File: config.mk
export PLATFORM = sky130hd
export DESIGN_NAME = tcr_ctrl
export DESIGN_NICKNAME = d
export VERILOG_FILES = /design/src/rtl/tcr_pkg.sv /design/src/rtl/tcr_ctrl.sv
export SDC_FILE = /design/constraint.sdc
export NUM_CORES = 1
export LEC_CHECK = 0
export BUFFER_PORTS_ARGS = -buffer_cell sky130_fd_sc_hd__buf_2
export CAP_MARGIN = 20
export CORE_MARGIN = 2
export CORE_UTILIZATION = 50
export CTS_CLUSTER_SIZE = 40
export DETAILED_ROUTE_END_ITERATION = 6
export GPL_ROUTABILITY_DRIVEN = 1
export PLACE_DENSITY = 0.78
export SLEW_MARGIN = 20
export SYNTH_ARGS = -nofsm -noshare
export SYNTH_HDL_FRONTEND = slang
export SYNTH_SLANG_ARGS = --single-unit
File: constraint.sdc
create_clock -name clk -period 2.1 [get_ports clk]
set_input_delay 0.105 -clock clk [delete_from_list [all_inputs] [get_ports clk]]
set_output_delay 0.105 -clock clk [all_outputs]
set_load 0.01 [all_outputs]
File: src/rtl/tcr_pkg.sv
// Shared constants, codes and controller/datapath handshake types for the console renderer.
`timescale 1ns / 1ps
package tcr_pkg;

  // Field widths
  localparam int CMD_W      = 2;
  localparam int CODE_W     = 8;
  localparam int GSEL_W     = 8;
  localparam int GROW_W     = 5;
  localparam int DATA_W     = 32;
  localparam int OP_W       = 2;
  localparam int PIX_W      = 13;
  localparam int CURSOR_W   = 17;
  localparam int COL_W      = 8;
  localparam int GDIM_W     = 6;
  localparam int COUNT_W    = 9;
  localparam int CELLS_W    = 16;
  localparam int CFG_IDX_W  = 3;

  // Default sizes of the glyph store
  localparam int DEF_MAX_GLYPHS       = 256;
  localparam int DEF_MAX_GLYPH_HEIGHT = 32;

  // Register reset values
  localparam logic [COL_W-1:0]   RST_COLS  = 8'd80;
  localparam logic [COL_W-1:0]   RST_ROWS  = 8'd25;
  localparam logic [GDIM_W-1:0]  RST_GW    = 6'd8;
  localparam logic [GDIM_W-1:0]  RST_GH    = 6'd16;
  localparam logic [COUNT_W-1:0] RST_COUNT = 9'd256;
  localparam logic [COL_W-1:0]   RST_TAB   = 8'd2;
  localparam logic [DATA_W-1:0]  RST_FG    = 32'hFFFF_FFFF;
  localparam logic [DATA_W-1:0]  RST_BG    = 32'h0000_0000;

  // Configuration register indexes
  typedef enum logic [CFG_IDX_W-1:0] {
    CFG_COLS  = 3'd0,
    CFG_ROWS  = 3'd1,
    CFG_GW    = 3'd2,
    CFG_GH    = 3'd3,
    CFG_COUNT = 3'd4,
    CFG_TAB   = 3'd5,
    CFG_FG    = 3'd6,
    CFG_BG    = 3'd7
  } cfg_idx_t;

  // Input commands
  localparam logic [CMD_W-1:0] CMD_PUT   = 2'd0;
  localparam logic [CMD_W-1:0] CMD_LOAD  = 2'd1;
  localparam logic [CMD_W-1:0] CMD_CLEAR = 2'd2;

  // Result operations
  localparam logic [OP_W-1:0] OP_DRAW   = 2'd0;
  localparam logic [OP_W-1:0] OP_BLANK  = 2'd1;
  localparam logic [OP_W-1:0] OP_SCROLL = 2'd2;
  localparam logic [OP_W-1:0] OP_CLEAR  = 2'd3;

  // Control characters
  localparam logic [CODE_W-1:0] CH_BEL = 8'h07;
  localparam logic [CODE_W-1:0] CH_BS  = 8'h08;
  localparam logic [CODE_W-1:0] CH_TAB = 8'h09;
  localparam logic [CODE_W-1:0] CH_LF  = 8'h0A;
  localparam logic [CODE_W-1:0] CH_VT  = 8'h0B;
  localparam logic [CODE_W-1:0] CH_FF  = 8'h0C;
  localparam logic [CODE_W-1:0] CH_CR  = 8'h0D;

  // Character classes
  typedef enum logic [2:0] {
    CC_BEL,
    CC_BS,
    CC_LF,
    CC_CR,
    CC_TAB,
    CC_FF,
    CC_VT,
    CC_PRINT
  } cls_t;

  // Controller to datapath strobes
  typedef struct packed {
    logic latch;
    logic store_wr;
    logic calc_dims;
    logic emit_clear;
    logic do_scroll;
    logic scroll_last;
    logic step_back;
    logic div_start;
    logic apply;
    logic calc_prod;
    logic emit_row;
    logic advance;
  } ctrl_cmd_t;

  // Datapath to controller status
  typedef struct packed {
    logic [CMD_W-1:0] command;
    cls_t             cls;
    logic             need_scroll;
    logic             cursor_zero;
    logic             lastrow_zero;
    logic             div_busy;
    logic             row_last;
    logic             out_free;
  } ctrl_sts_t;

endpackage

File: src/rtl/tcr_ctrl.sv
// Sequencing state machine of the console renderer.
`timescale 1ns / 1ps
module tcr_ctrl (
  input  logic                clk,
  input  logic                rst_n,
  input  logic                in_valid,
  output logic                in_ready,
  input  tcr_pkg::ctrl_sts_t  sts,
  output tcr_pkg::ctrl_cmd_t  cmd
);
  import tcr_pkg::*;

  typedef enum logic [8:0] {
    S_IDLE   = 9'b000000001,
    S_DECODE = 9'b000000010,
    S_CLEAR  = 9'b000000100,
    S_CHECK  = 9'b000001000,
    S_STEP   = 9'b000010000,
    S_DIV    = 9'b000100000,
    S_MUL    = 9'b001000000,
    S_FIN    = 9'b010000000,
    S_ROWS   = 9'b100000000
  } state_t;

  state_t state_r, state_nxt;

  always_comb begin
    state_nxt = state_r;
    cmd       = '0;
    in_ready  = 1'b0;
    case (state_r)
      S_IDLE: begin
        in_ready = 1'b1;
        if (in_valid) begin
          cmd.latch = 1'b1;
          state_nxt = S_DECODE;
        end
      end
      S_DECODE: begin
        case (sts.command)
          CMD_LOAD: begin
            cmd.store_wr = 1'b1;
            state_nxt    = S_IDLE;
          end
          CMD_CLEAR: begin
            state_nxt = S_CLEAR;
          end
          CMD_PUT: begin
            cmd.calc_dims = 1'b1;
            state_nxt     = S_CHECK;
          end
          default: begin
            state_nxt = S_IDLE;
          end
        endcase
      end
      S_CLEAR: begin
        if (sts.out_free) begin
          cmd.emit_clear = 1'b1;
          state_nxt      = S_IDLE;
        end
      end
      S_CHECK: begin
        if (!sts.need_scroll) begin
          state_nxt = S_STEP;
        end else if (sts.out_free) begin
          cmd.do_scroll   = 1'b1;
          cmd.scroll_last = !((sts.cls == CC_PRINT) ||
                              ((sts.cls == CC_BS) && !sts.lastrow_zero));
          state_nxt       = S_STEP;
        end
      end
      S_STEP: begin
        case (sts.cls)
          CC_BEL: begin
            state_nxt = S_IDLE;
          end
          CC_FF, CC_TAB: begin
            cmd.apply = 1'b1;
            state_nxt = S_IDLE;
          end
          CC_BS: begin
            if (sts.cursor_zero) begin
              state_nxt = S_IDLE;
            end else begin
              cmd.step_back = 1'b1;
              cmd.div_start = 1'b1;
              state_nxt     = S_DIV;
            end
          end
          default: begin
            cmd.div_start = 1'b1;
            state_nxt     = S_DIV;
          end
        endcase
      end
      S_DIV: begin
        if (!sts.div_busy) begin
          state_nxt = S_MUL;
        end
      end
      S_MUL: begin
        cmd.calc_prod = 1'b1;
        if (sts.cls == CC_BS || sts.cls == CC_PRINT) begin
          state_nxt = S_ROWS;
        end else begin
          state_nxt = S_FIN;
        end
      end
      S_FIN: begin
        cmd.apply = 1'b1;
        state_nxt = S_IDLE;
      end
      S_ROWS: begin
        if (sts.out_free) begin
          cmd.emit_row = 1'b1;
          if (sts.row_last) begin
            cmd.advance = (sts.cls == CC_PRINT);
            state_nxt   = S_IDLE;
          end
        end
      end
      default: begin
        state_nxt = S_IDLE;
      end
    endcase
  end

  always_ff @(posedge clk) begin
    if (!rst_n) begin
      state_r <= S_IDLE;
    end else begin
      state_r <= state_nxt;
    end
  end

endmodule

==> results by stage <==
Placement:
- At the placement stage, the worst setup path has a slack of 473 ps.
- In this run the cell area measured after placement is 865 sq um.
- The routability-driven placement congestion ratio is 1.01.
- In this run the tool buffered the top-level ports with 26 buffer cells.
- The post-placement cell count is 139.
- Detailed placement finished with a half-perimeter wire length of 1.52 mm.

Power:
- For this design the total switching power over the nets is 0.165 mW.
- The internal portion of total power is 0.316 mW.
- The power density relative to cell area is 537 mW/mm^2.
- Of the total power, the clock network draws 27.9%.
- The combinational fraction of design power is 31.4%.
- For this design the static power due to leakage is 0.391 nW.
- The maximum vdd drop is 0.446 mV.
- The portion of total power attributed to sequential cells is 40.7%.
- The total power draw is 0.481 mW.
- Of the total power, the share spent switching nets is 34.3%.

Global route:
- Entering global routing, the biggest net connects 8 pins.
- The met3 layer usage reported by global route is 3.48%.
- The via count of the first global-routing pass is 753.
- The total overflow left after global routing is 0.
- Global routing consumed, on the met2 layer, 35.0% of the routing resources.
- The global routing stage identified its most utilized layer as met2.
- The initial antenna violation count is 0.
- The met1 usage in global routing is 30.6%.
- The first global-routing pass estimated roughly 3.1 mm of wire.
- For this run, the total global-route usage over all layers was measured as 22.4%.

CTS:
- CTS placed an instance of sky130_fd_sc_hd__clkbuf_4 at the clock tree root.
- For this design, the sink count on the clock tree is 9.
- The CTS tree is yes.
- At the later pin of the worst-skew pair, clock insertion delay measures ~260 ps.
- The number of gates resized after CTS was 0.
- The number of setup buffers added after CTS is 0.
- After clock tree synthesis, the flow added hold-fix buffers numbering 0.
- The total CTS buffers is 3.
- The clock-pin slew reported for the worst setup and hold paths after clock tree synthesis is 60 ps.
- The number of H-tree levels is 1.
- The number of buffers on the longest clock path is 2.

Layout:
- Ranked by flip-flop count, first place goes to state_r.
- The post-synthesis to final-layout area growth is 26.5%.
- The flip-flop count of the largest register, all copies and words added is 9.
- 0 antenna diodes ended up in the layout.
- The number of non-filler instances in the completed layout is 143.
- The final core utilization is roughly 70%.
- Leaving out fill and tap cells, the most frequent cell in the layout is sky130_fd_sc_hd__buf_2.
- The fraction of layout cells with a size suffix above 1 is 31.3%.
- The largest registers in the layout are state_r: 9 flops.
- After routing the design area is 897 sq um.
- In the final design database the tool counted 143 nets.
- The fill cell total of the finished layout is 107.
- The library cells used most frequently in the layout, excluding fill and tap cells, are sky130_fd_sc_hd__buf_2 (26), sky130_fd_sc_hd__nand2_1 (13), sky130_fd_sc_hd__nor2_1 (12), sky130_fd_sc_hd__dfxtp_1 (9), sky130_fd_sc_hd__nor3_1 (6).

STA:
- The hold violation count in the final report is 0.
- On the final layout, the worst hold slack is about 38 ps.
- Timing would allow up to 0.547 GHz.
- After layout, the worst path uses slightly below 90% of the clock period.
- Setup repair after global routing left no endpoint under its margin.
- The routed design could run at a clock period as short as 1830 ps.
- The number of setup violations in the final report is 0.
- Measured against its own limit, the worst slew margin works out to 75.1%.
- The setup total negative slack is 0 ps.
- The post-layout worst setup margin is 273 ps.
- The worst clock skew on the final layout is 2.84 ps.
- The max-slew violation count is 0.
- The slew at the pin with the worst max-slew slack is approximately 370 ps.

Synthesis:
- The number of warnings issued by yosys is 0.
- The count of cell types in the netlist is 39.
- In this run the biggest area consumer among cell types represents roughly a quarter of the synthesized area.
- The cell area that synthesis handed to floorplanning was between 700 and 800 sq um.
- The count of state elements after synthesis is 9.
- The average cell area after synthesis is approximately 7.2 sq um.
- The share of the Yosys chip area taken by registers is 25.4%.
- The cell type with the largest total area after synthesis is sky130_fd_sc_hd__dfxtp_1.
- Among all flip-flop cells after synthesis, the most frequent one is sky130_fd_sc_hd__dfxtp_1.
- Yosys attributes the largest share of cell area to sky130_fd_sc_hd__dfxtp_1 (25%), sky130_fd_sc_hd__nand2_1 (6.9%), sky130_fd_sc_hd__nor2_1 (6.3%), sky130_fd_sc_hd__nor3_1 (4.2%), sky130_fd_sc_hd__a21oi_1 (3.5%).
- Counting flops with an async set or reset pin after synthesis yields a share of 0%.
- The count of flip-flops with a built-in enable after synthesis is 0.
- The synthesized netlist cell count is just under 100.
- The number of nets in the synthesized netlist is 112.

Worst setup path:
- The signal on the critical path passes through nor4_2 -> and2_0 -> nand2_2 -> a211oi_1 -> buf_2.
- The critical path class is flop to output port.
- The critical path's slowest cell is sky130_fd_sc_hd__nor4_2.
- Along the worst path, the maximum fanout reaches 5.
- The startpoint type of the worst setup path is a flop.
- The data required time at the worst endpoint is 2000 ps.
- For the worst setup path, the data arrival time is 1720 ps.
- The worst setup path is captured at an output port.
- The largest single stage delay on the critical path is 410 ps.
- The cell count of the worst reg-to-reg path is 5.

Die:
- The height of the chip is 41.7 um.
- After floorplanning, the core was divided into 13 placement rows.
- The die is 41.7 um wide.
- For this configuration, the core starts out at a cell density of 53.8%.
- The core region is 0.00132 sq mm.
- The number of placed I/O pins is 27.
- The overall die area is about 0.0017 sq mm.

Routing:
- In the final routed layout, each cell accounts on average for 12.9 um.
- The first-pass iteration count of the detailed router is 4.
- The final route contains 845 vias.
- The final antenna-violating net count is 0.
- The detailed router's first-iteration violation count is 32.
- The total wire length is roughly 1.9 mm.
- In the routed design, unresolved DRC markers number 0.
- In the routed layout, each cell is associated on average with a via count of 5.91.

Worst hold path:
- The worst hold path passes through 2 cells.
- The worst hold-check path type is primary input to flop.

Run:
- The number of max-cap violations is 0.

Run status:
- The run finished with clean final reports.
==> cell type report <==
class                   count  area (sq um)  share of cell area [%]
multi-input cells          82           508                    56.6
repair buffers             28           145                    16.2
flip-flops and latches      9           180                    20.1
inverters                   5          18.8                    2.09
well taps                  15          18.8                    2.09
clock buffers               4          26.3                    2.93
==> Yosys cell counts (all sizes together), types with 2 or more instances <==
library cell,count
nor3,9
nand3,2
and2,3
dfxtp,9
nor4,4
nand2b,3
nor2,12
xnor2,2
a21oi,5
a211oi,2
o22ai,2
inv,5
a21o,2
o21ai,2
nand2,14
nor2b,2
nand3b,2
a31oi,2
==> path summary, 6_finish.rpt <==
path | slack, ps | to | start
worst max-delay path | 270 | cmd[6] | state_r[6]
worst min-delay path | 40 | state_r[6] | sts[2]
worst max register to register | 540 | state_r[8] | state_r[1]
worst min register to register | 590 | state_r[1] | state_r[0]
==> critical path: cells and delay by family (launching register included) <==
kind / cells / cell delay [ps]
AOI/OAI and AO/OA: 1 / 180
buffers and inverters: 1 / 170
DFF: 1 / 360
and+or+nand+nor: 3 / 750
==> metal layers <==
layer / up-vias / share of wire [%]
li1: 425 / -
met1: 382 / 46
met2: 31 / 46
met3: 7 / 5.7
met4: 0 / 1.9
met5: - / 0
==> power groups by stage <==
| stage | registers, mW | clock network [mW] | logic, mW |
|---|---|---|---|
| global route | 0.198 | 0.141 | 0.170 |
| finish | 0.196 | 0.134 | 0.151 |
| CTS | 0.193 | 0.137 | 0.150 |
| global placement | 0.197 | 0 | 0.147 |
| detailed placement | 0.197 | 0 | 0.149 |
| floorplan | 0.193 | 0 | 0.0982 |
==> cell families (layout without fill, tap and decap cells) <==
| logic type | Yosys count | in the layout | share of synthesized area, % |
|---|---|---|---|
| AOI/OAI and AO/OA | 21 | 21 | 20.3 |
| xor gates and xnor gates | 2 | 2 | 2.47 |
| buffers and inverters | 7 | 37 | 3.88 |
| DFF | 9 | 9 | 25.4 |
| and+or+nand+nor | 59 | 59 | 48.0 |
Note: power is estimated with default switching activity, not from simulation.
